$ cat config.mk
export PLATFORM = sky130hd
export DESIGN_NAME = top_k_score_select
export DESIGN_NICKNAME = d
export VERILOG_FILES = /design/src/sv/tkss_pkg.sv /design/src/sv/tkss_dpath.sv /design/src/sv/tkss_ctrl.sv /design/src/sv/top_k_score_select.sv
export SDC_FILE = /design/constraint.sdc
export NUM_CORES = 2
export LEC_CHECK = 0
export BUFFER_PORTS_ARGS = -buffer_cell sky130_fd_sc_hd__buf_4
export CORE_MARGIN = 2
export CORE_UTILIZATION = 44
export DETAILED_ROUTE_END_ITERATION = 6
export HOLD_SLACK_MARGIN = 0.08
export SYNTH_ARGS = -nofsm -noshare
export SYNTH_HDL_FRONTEND = slang
export SYNTH_SLANG_ARGS = --single-unit
$ cat constraint.sdc
create_clock -name clk_i -period 12 [get_ports clk_i]
set_clock_uncertainty 0.15 [all_clocks]
set_input_delay 3 -clock clk_i [delete_from_list [all_inputs] [get_ports clk_i]]
set_output_delay 3 -clock clk_i [all_outputs]
set_load 0.1 [all_outputs]
$ cat src/sv/tkss_pkg.sv
package tkss_pkg;

  localparam int CAPACITY_DEF = 16;
  localparam int KEEP_W       = 5;
  localparam int SCORE_W      = 32;
  localparam int DOC_W        = 32;
  localparam int ADDR_W       = 3;
  localparam int DATA_W       = 32;
  localparam int REG_IDX_W    = 1;

  localparam logic [KEEP_W-1:0]    KEEP_RESET     = 5'd10;
  localparam logic [REG_IDX_W-1:0] REG_KEEP_COUNT = 1'b0;

  localparam logic KIND_OFFER = 1'b0;
  localparam logic KIND_FLUSH = 1'b1;

  typedef struct packed {
    logic               kind;
    logic [SCORE_W-1:0] score;
    logic [DOC_W-1:0]   doc_id;
  } in_word_t;

  typedef struct packed {
    logic [SCORE_W-1:0] out_score;
    logic [DOC_W-1:0]   out_doc;
    logic               last;
  } out_word_t;

  typedef struct packed {
    logic load_item;
    logic compare;
    logic update;
    logic replace;
    logic pop;
    logic last;
  } dp_cmd_t;

  typedef struct packed {
    logic kind;
    logic beats_last;
  } dp_sts_t;

endpackage

$ cat src/sv/tkss_dpath.sv
module tkss_dpath import tkss_pkg::*; #(
  parameter int CAPACITY = CAPACITY_DEF,
  parameter int CNT_W    = $clog2(CAPACITY + 1)
) (
  input  logic             clk_i,
  input  in_word_t         in_word_i,
  input  dp_cmd_t          cmd_i,
  input  logic [CNT_W-1:0] held_i,
  output dp_sts_t          sts_o,
  output out_word_t        out_word_o
);

  in_word_t           item_q;
  logic [CAPACITY-1:0] cmp_q;
  logic [SCORE_W-1:0] score_q [CAPACITY];
  logic [SCORE_W-1:0] score_d [CAPACITY];
  logic [DOC_W-1:0]   doc_q   [CAPACITY];
  logic [DOC_W-1:0]   doc_d   [CAPACITY];
  out_word_t          out_q;

  logic [CNT_W-1:0]    lim;
  logic [CAPACITY-1:0] lt;
  logic [CAPACITY-1:0] held_mask;
  logic [CAPACITY-1:0] take_prev;
  logic [CAPACITY-1:0] take_new;

  assign lim = cmd_i.replace ? held_i - CNT_W'(1) : held_i;

  always_comb begin
    for (int i = 0; i < CAPACITY; i++) begin
      held_mask[i] = CNT_W'(i) < held_i;
      lt[i]        = cmp_q[i] && (CNT_W'(i) < lim);
    end
    take_prev = lt << 1;
    for (int i = 0; i < CAPACITY; i++) begin
      take_new[i] = !take_prev[i] && (lt[i] || (CNT_W'(i) == lim));
    end
  end

  assign sts_o.kind       = item_q.kind;
  assign sts_o.beats_last = |(cmp_q & held_mask);

  always_comb begin
    for (int i = 0; i < CAPACITY; i++) begin
      score_d[i] = score_q[i];
      doc_d[i]   = doc_q[i];
    end
    if (cmd_i.update) begin
      for (int i = 0; i < CAPACITY; i++) begin
        if (take_new[i]) begin
          score_d[i] = item_q.score;
          doc_d[i]   = item_q.doc_id;
        end
      end
      for (int i = 1; i < CAPACITY; i++) begin
        if (take_prev[i]) begin
          score_d[i] = score_q[i-1];
          doc_d[i]   = doc_q[i-1];
        end
      end
    end else if (cmd_i.pop) begin
      for (int i = 0; i < CAPACITY - 1; i++) begin
        score_d[i] = score_q[i+1];
        doc_d[i]   = doc_q[i+1];
      end
    end
  end

  always_ff @(posedge clk_i) begin
    if (cmd_i.load_item) begin
      item_q <= in_word_i;
    end
    if (cmd_i.compare) begin
      for (int i = 0; i < CAPACITY; i++) begin
        cmp_q[i] <= score_q[i] < item_q.score;
      end
    end
    if (cmd_i.pop) begin
      out_q.out_score <= score_q[0];
      out_q.out_doc   <= doc_q[0];
      out_q.last      <= cmd_i.last;
    end
    for (int i = 0; i < CAPACITY; i++) begin
      score_q[i] <= score_d[i];
      doc_q[i]   <= doc_d[i];
    end
  end

  assign out_word_o = out_q;

endmodule

$ cat src/sv/tkss_ctrl.sv
module tkss_ctrl import tkss_pkg::*; #(
  parameter int CAPACITY = CAPACITY_DEF,
  parameter int CNT_W    = $clog2(CAPACITY + 1)
) (
  input  logic             clk_i,
  input  logic             rst_ni,
  input  logic             in_valid_i,
  input  logic             out_stall_i,
  input  logic [CNT_W-1:0] keep_i,
  input  dp_sts_t          sts_i,
  output dp_cmd_t          cmd_o,
  output logic [CNT_W-1:0] held_o,
  output logic             in_stall_o,
  output logic             out_valid_o
);

  typedef enum logic [1:0] {
    ST_IDLE,
    ST_CMP,
    ST_UPD,
    ST_FLUSH
  } state_e;

  state_e           state_q, state_d;
  logic [CNT_W-1:0] held_q, held_d;
  logic             out_valid_q, out_valid_d;
  logic             do_insert, do_replace, can_pop;

  assign do_insert  = (keep_i != '0) && (held_q < keep_i);
  assign do_replace = (keep_i != '0) && !(held_q < keep_i) && (held_q != '0) &&
                      sts_i.beats_last;
  assign can_pop    = (held_q != '0) && (!out_valid_q || !out_stall_i);

  always_comb begin
    cmd_o   = '0;
    state_d = state_q;
    held_d  = held_q;
    case (state_q)
      ST_IDLE: begin
        if (in_valid_i) begin
          cmd_o.load_item = 1'b1;
          state_d         = ST_CMP;
        end
      end
      ST_CMP: begin
        cmd_o.compare = 1'b1;
        state_d       = (sts_i.kind == KIND_FLUSH) ? ST_FLUSH : ST_UPD;
      end
      ST_UPD: begin
        cmd_o.update  = do_insert || do_replace;
        cmd_o.replace = do_replace;
        if (do_insert) begin
          held_d = held_q + CNT_W'(1);
        end
        state_d = ST_IDLE;
      end
      ST_FLUSH: begin
        if (held_q == '0) begin
          state_d = ST_IDLE;
        end else if (can_pop) begin
          cmd_o.pop  = 1'b1;
          cmd_o.last = held_q == CNT_W'(1);
          held_d     = held_q - CNT_W'(1);
        end
      end
      default: begin
        state_d = ST_IDLE;
      end
    endcase
    out_valid_d = cmd_o.pop || (out_valid_q && out_stall_i);
  end

  always_ff @(posedge clk_i or negedge rst_ni) begin
    if (!rst_ni) begin
      state_q     <= ST_IDLE;
      held_q      <= '0;
      out_valid_q <= 1'b0;
    end else begin
      state_q     <= state_d;
      held_q      <= held_d;
      out_valid_q <= out_valid_d;
    end
  end

  assign held_o      = held_q;
  assign in_stall_o  = state_q != ST_IDLE;
  assign out_valid_o = out_valid_q;

`ifndef SYNTHESIS
  a_held_bound: assert property (@(posedge clk_i) disable iff (!rst_ni)
    held_q <= CNT_W'(CAPACITY))
    else $error("held count above capacity");

  a_pop_nonempty: assert property (@(posedge clk_i) disable iff (!rst_ni)
    cmd_o.pop |-> held_q != '0)
    else $error("pop from empty store");

  a_insert_grows: assert property (@(posedge clk_i) disable iff (!rst_ni)
    (cmd_o.update && !cmd_o.replace) |=> held_q == $past(held_q) + CNT_W'(1))
    else $error("insert did not grow store");

  a_replace_full: assert property (@(posedge clk_i) disable iff (!rst_ni)
    cmd_o.replace |-> (held_q >= keep_i) && (held_q != '0))
    else $error("replace while store not full");
`endif

endmodule

$ cat src/sv/top_k_score_select.sv
// Keeps the keep_count highest scoring documents offered since the last flush, sorted
// descending, equal scores in arrival order. An offer word is accepted, compared in parallel
// against every kept entry and shift-inserted into the sorted register row. After a flush
// word, entries leave the head of the row through the output register at one a cycle while
// the output is not stalled; the last entry carries last. A flush with nothing held emits
// nothing. keep_count at byte address 0 (reset 10) saturates at CAPACITY. The user must
// write it only while idle; the block itself does not enforce this.
module top_k_score_select import tkss_pkg::*; #(
  parameter int CAPACITY = CAPACITY_DEF
) (
  input  logic              clk_i,
  input  logic              rst_ni,
  input  logic              in_valid_i,
  output logic              in_stall_o,
  input  in_word_t          in_word_i,
  output logic              out_valid_o,
  input  logic              out_stall_i,
  output out_word_t         out_word_o,
  input  logic              psel,
  input  logic              penable,
  input  logic              pwrite,
  input  logic [ADDR_W-1:0] paddr,
  input  logic [DATA_W-1:0] pwdata,
  output logic [DATA_W-1:0] prdata,
  output logic              pready
);

  localparam int CNT_W = $clog2(CAPACITY + 1);

  logic [KEEP_W-1:0]    keep_q;
  logic [CNT_W-1:0]     keep_eff;
  logic [CNT_W-1:0]     held;
  logic [REG_IDX_W-1:0] reg_idx;
  dp_cmd_t              cmd;
  dp_sts_t              sts;

  assign reg_idx = paddr[ADDR_W-1:2];
  assign pready  = 1'b1;

  always_ff @(posedge clk_i or negedge rst_ni) begin
    if (!rst_ni) begin
      keep_q <= KEEP_RESET;
    end else if (psel && penable && pwrite && (reg_idx == REG_KEEP_COUNT)) begin
      keep_q <= pwdata[KEEP_W-1:0];
    end
  end

  assign prdata = (reg_idx == REG_KEEP_COUNT) ? DATA_W'(keep_q) : '0;

  always_comb begin
    if (int'(keep_q) > CAPACITY) begin
      keep_eff = CNT_W'(CAPACITY);
    end else begin
      keep_eff = CNT_W'(keep_q);
    end
  end

  tkss_ctrl #(
    .CAPACITY (CAPACITY),
    .CNT_W    (CNT_W)
  ) u_ctrl (
    .clk_i       (clk_i),
    .rst_ni      (rst_ni),
    .in_valid_i  (in_valid_i),
    .out_stall_i (out_stall_i),
    .keep_i      (keep_eff),
    .sts_i       (sts),
    .cmd_o       (cmd),
    .held_o      (held),
    .in_stall_o  (in_stall_o),
    .out_valid_o (out_valid_o)
  );

  tkss_dpath #(
    .CAPACITY (CAPACITY),
    .CNT_W    (CNT_W)
  ) u_dpath (
    .clk_i      (clk_i),
    .in_word_i  (in_word_i),
    .cmd_i      (cmd),
    .held_i     (held),
    .sts_o      (sts),
    .out_word_o (out_word_o)
  );

endmodule

# == After elaboration in Yosys (flattened, before gate mapping) ==
# Memory sizes are Yosys's and may differ from the RTL's.
# Cells that the tools add are included.
# op_classes
addsub,2
order_cmp,50
n_eq_ne,24
mux,86
n_bitwise,4
n_reduce_logical,88
# ops
op,count
2-to-1 mux 32 bit,64
2-to-1 mux 480 bit,4
< comparator 32 bit,16
< comparator 4 x 5 -> 1 bit (first input constant),16
== test 4 x 5 -> 1 bit (first input constant),8
logical AND 1 bit,40
< comparator 3 x 5 -> 1 bit (first input constant),8
2-to-1 mux 5 bit,6
== test 3 x 5 -> 1 bit (first input constant),4
< comparator 1 x 5 -> 1 bit (first input constant),4
< comparator 2 x 5 -> 1 bit (first input constant),4
logical OR 1 bit,19
zero test 1 bit,18
AND 16 bit,1
OR reduction 16 bit,1
2-to-1 mux 2 bit,6
== test 2 x 5 -> 1 bit (first input constant),2
zero test 5 bit,2
case mux 5 bit (2 select lines),1
nonzero test 5 bit,2
case mux 2 bit (4 select lines),1
!= test 2 x 1 -> 1 bit (second input constant),3
adder 5 x 1 -> 5 bit (second input constant),1
== test 1 x 5 -> 1 bit (first input constant),1
other kinds (14),22
# word_totals
register_bits,159
mem_bits_rw,1024
input_bits,107
output_inout_bits,100
word_cells,267
memories,2
# memory_table
name,depth,word_bits,read_ports,rd_ports_with_merged_regs,wr,line_no,rtl
u_dpath.doc_q,16,32,16,0,16,tkss_dpath.sv:17,logic [DOC_W-1:0] doc_q [CAPACITY];
u_dpath.score_q,16,32,16,0,16,tkss_dpath.sv:15,logic [SCORE_W-1:0] score_q [CAPACITY];

# == Depth between registers and ports, before layout ==
# depth
ltp_word,17
mapped_depth,17
depth_no_buf,12

# == Modules after synthesis ==
# A second synthesis with hierarchy kept.
# hier_totals
cells_unflattened,6317
hier_area_um2,69211.4
# modules_own_cells
mod,instances,cells_per_inst,area_per_inst_um2,seq_area_each_um2
tkss_dpath,1,6194,68071.5,35133.7
tkss_ctrl,1,72,641.9,200.2
top_k_score_select,1,51,498.0,127.6

# == Least setup slack after synthesis ==
# Ideal clock, no wire load.
# synth_timing
path_type,flip-flop to flip-flop
startpoint,register u_ctrl.held_o[1] (netlist name)
endpoint,"memory u_dpath.doc_q[11][4], in the netlist u_dpath.doc_q[1][100] (enable)"
setup_time_ns,0.574
arrival_time_ns,7.583
required_ns,11.276
path_slack_ns,3.693
path_stages_with_launch,15
path_buffers,3
synth_period_minus_slack_ns,8.307
cell_sequence,dfrtp_1 -> buf_2 -> inv_1 -> ha_1 -> or4b_1 -> a21oi_1 -> o2111ai_1 -> or2_4 -> a31o_1 -> or3_1 -> buf_2 -> a211oi_2 -> buf_2 -> nor3_1 -> o21ai_0
# synth_rtl
element,line_no
end: declaration,tkss_dpath.sv:17

==> flow_summary_export.csv <==
group,metric,value,unit
yosys,netlist.area_leader.share,0.511,
placed_design,dp_hpwl,136000,um
sta,period_share,0.559,
sta,grt_setup_unrepaired,"no",
floorplanning,initial_utilization,0.441,
global_route,globalRoute.totalOverflow,0,
run_status,violations_in_the_final_reports,"design-rule violations",
clock_tree,postCtsSetupRepairBufs,0,
worst_setup_path,crit_fanout,30,
route,post_drt_via_cell_ratio,6.27,
yosys,number_of_enable_flip_flop_cells_after_synthesis,1170,
clock_tree,clk_pin_slew_worst_paths,0.06,ns
clock_tree,clock_latency,0.82,ns
min_path,holdCritPathClass,"register to register",
floorplanning,die_x,399,um
route,drt_pre_antenna_iters,7,
cells_and_area,layout.cells.most_common,"sky130_fd_sc_hd__edfxtp_1",
clock_tree,cts.repair.resized,0,
clock_tree,clock_sinks,1183,
run,maxCapViolCount,0,
worst_setup_path,crit_slowest_cell,"sky130_fd_sc_hd__o21ai_4",
sta,hold_vio_cnt_final,0,
yosys,synthesis.yosys.warnings,0,
yosys,yosysSeqAreaShare,0.516,
clock_tree,max-clock-path-buffers,3,
sta,worstMarginPinSlew,1.36,ns
floorplanning,fp.coreArea,156000,um2
worst_setup_path,worstSetupEndpointType,"register",
yosys,leading_cell_types_by_total_area_after_synthesis,"sky130_fd_sc_hd__edfxtp_1 (51%), sky130_fd_sc_hd__ha_1 (9.2%), sky130_fd_sc_hd__mux2i_1 (6.1%)",
yosys,netlist_area,68700,um2
floorplanning,core.rowCount,145,
clock_tree,cts_tree,"yes",
worst_setup_path,worstPathCellList,"inv_1 -> ha_1 -> or4b_1 -> a21oi_1 -> o2111ai_1 -> nor3_1 -> buf_4 -> nor4_1 -> a211oi_2 -> o31ai_4 -> buf_4 -> o211a_1 -> o21ai_4 -> buf_4 -> buf_4",
global_route,grtUsageTotal,0.269,
yosys,postSynthRegisterBits,1183,
yosys,asyncSetResetFlopFracSynth,0.0110,
clock_tree,cts_max_level,4,
worst_setup_path,crit_required,12.31,ns
cells_and_area,mostFrequentLayoutCells,"sky130_fd_sc_hd__edfxtp_1 (1170), sky130_fd_sc_hd__nand2_1 (988), sky130_fd_sc_hd__ha_1 (504), sky130_fd_sc_hd__a21oi_1 (436), sky130_fd_sc_hd__mux2i_1 (418)",
clock_tree,holdBufCountCts,0,
worst_setup_path,worst_setup_path_type,"register to register",
sta,relSlewSlack,0.0953,
worst_setup_path,start_kind,"register",
cells_and_area,final_cell_area,75500,um2
worst_setup_path,critical_path.most_common_cell,"sky130_fd_sc_hd__buf_4",
route,drt-wirelength-per-cell,26.1,um
placed_design,buffer_ports.inserted,149,
cells_and_area,layout.nets,6832,
worst_setup_path,critPathMaxStageDelay,0.81,ns
route,drt_wirelength,219000,um
floorplanning,fp.dieArea,159000,um2
sta,fmax,149,MHz
global_route,grt_antenna_before_repair,6,
worst_setup_path,cp_data_arrival_time,7.01,ns
global_route,grt_first_pass_wirelength,326000,um
cells_and_area,flow.area_growth_from_synthesis,9.88,%
floorplanning,pin_count,207,
global_route,grt_start_max_net_pins,237,
floorplanning,die_height,399,um
cells_and_area,nFillCells,14200,
yosys,synth_area_per_cell,10.9,um2
route,drcViolationCount,1,
yosys,synthesis.instances,6331,
placed_design,place.gp.congestion,0.850,
yosys,synthDistinctLibCells,71,
sta,slew_viol_final,0,
cells_and_area,stdcell_count,8389,
global_route,via_count_of_the_first_global_routing_pass,50400,
yosys,yosysTopAreaCell,"sky130_fd_sc_hd__edfxtp_1",
placed_design,place.detailed.instances,8137,
sta,fin_setup_tns,0,ns
run_status,run_status,"finished with violations",
route,antenna_violating_nets_remaining,0,
sta,final.min_clock_period,6.70,ns
clock_tree,tritoncts_buffers,140,
clock_tree,cts_root_buf,"sky130_fd_sc_hd__clkbuf_16",
route,routed_via_count,52600,
sta,timing.final.setup_violations,0,
yosys,ys.flop_type,"sky130_fd_sc_hd__edfxtp_1",
cells_and_area,layout-drive-gt1-share,0.0793,
route,drtIter0Drc,5852,
placed_design,placed_cell_area,71200,um2
state kept, by name (all words and copies together), names as in the netlist:
signal and cells:
keep_q 5, u_ctrl.held_o 5, u_ctrl.out_valid_o 1, u_ctrl.state_q 2
u_dpath.cmp_q 16, u_dpath.doc_q 512, u_dpath.item_q 64, u_dpath.out_word_o 65
u_dpath.score_q 512, u_dpath.sts_o 1
routing by layer:
layer  track usage  share of wire  vias up
met5             0       0.000055        -
met4        0.0779          0.025        2
met3        0.0597          0.091      356
met2         0.413           0.45     2412
met1         0.382           0.44    25900
li1              -              -    23900
cells in the mapped netlist, types with 130 or more instances:
cell type,instances
sky130_fd_sc_hd__clkbuf_1,283
sky130_fd_sc_hd__a21o_1,212
sky130_fd_sc_hd__nand2_1,995
sky130_fd_sc_hd__nor2_1,194
sky130_fd_sc_hd__o22ai_1,130
sky130_fd_sc_hd__edfxtp_1,1170
sky130_fd_sc_hd__buf_2,133
sky130_fd_sc_hd__o221ai_1,137
sky130_fd_sc_hd__nand3_1,338
sky130_fd_sc_hd__a21oi_1,437
sky130_fd_sc_hd__o211ai_1,329
sky130_fd_sc_hd__ha_1,504
sky130_fd_sc_hd__mux2i_1,419
sky130_fd_sc_hd__o21ai_0,310
kinds of logic (layout without fill, tap and decap cells):
kind of cell / after synthesis / count (layout) / share of synthesized area
flops: 1183 / 1183 / 0.516
mux: 491 / 491 / 0.0728
other cells: 2 / 31 / 0.000109
compound gates: 1728 / 1728 / 0.160
simple gates: 1851 / 1851 / 0.119
xor+xnor: 9 / 9 / 0.00115
fa+ha+maj: 504 / 504 / 0.0918
buf+inv: 563 / 534 / 0.0381
worst max-delay path: cells and delay by family, from the launching register on:
kind | cells | cell delay, ns
compound gates | 6 | 2.41
buf+inv | 5 | 2.12
simple gates | 3 | 0.80
flops | 1 | 0.60
fa+ha+maj | 1 | 0.19
worst paths after layout:
path	startpoint	endpoint	slack [ns]	depth (start not counted)
min in group asynchronous	rst_ni	u_ctrl.held_o[2]$_DFFE_PN0P_	1.87	1
hold reg to reg	u_dpath.doc_q[0][22]$_DFFE_PP_	u_dpath.out_word_o[23]$_DFFE_PP_	0.33	0
hold / removal	u_dpath.doc_q[0][22]$_DFFE_PP_	u_dpath.out_word_o[23]$_DFFE_PP_	0.33	0
max in group asynchronous	rst_ni	keep_q[3]$_DFFE_PN1P_	9.57	1
setup reg to reg	u_ctrl.held_o[1]$_DFFE_PN0P_	u_dpath.score_q[0][206]$_DFFE_PP_	5.30	15
setup / recovery	u_ctrl.held_o[1]$_DFFE_PN0P_	u_dpath.score_q[0][206]$_DFFE_PP_	5.30	15
stage by stage:
stage                     setup WS, ns   util  hold slack [ns]
after global placement            5.31  0.457            0.313
after detailed placement          5.29  0.457            0.317
after CTS                         5.29  0.485            0.332
final                             5.30  0.485            0.334
after global routing              5.06  0.485            0.348
after floorplan                   3.69      -            0.301
area by class of cell:
type                            instances  area [um2]  share of cell area
Tap cell                             2058        2570              0.0341
Multi-Input combinational cell       4611       31100               0.412
Sequential cell                      1183       35500               0.470
Antenna cell                            3        7.51           0.0000994
Clock inverter                         74         703             0.00931
Clock buffer                          175        3630              0.0481
Inverter                               41         156             0.00207
Timing Repair Buffer                  244        1870              0.0248
Power is not shown: default switching activity piles up to over one toggle a cycle in this logic, so the estimate is an artifact.
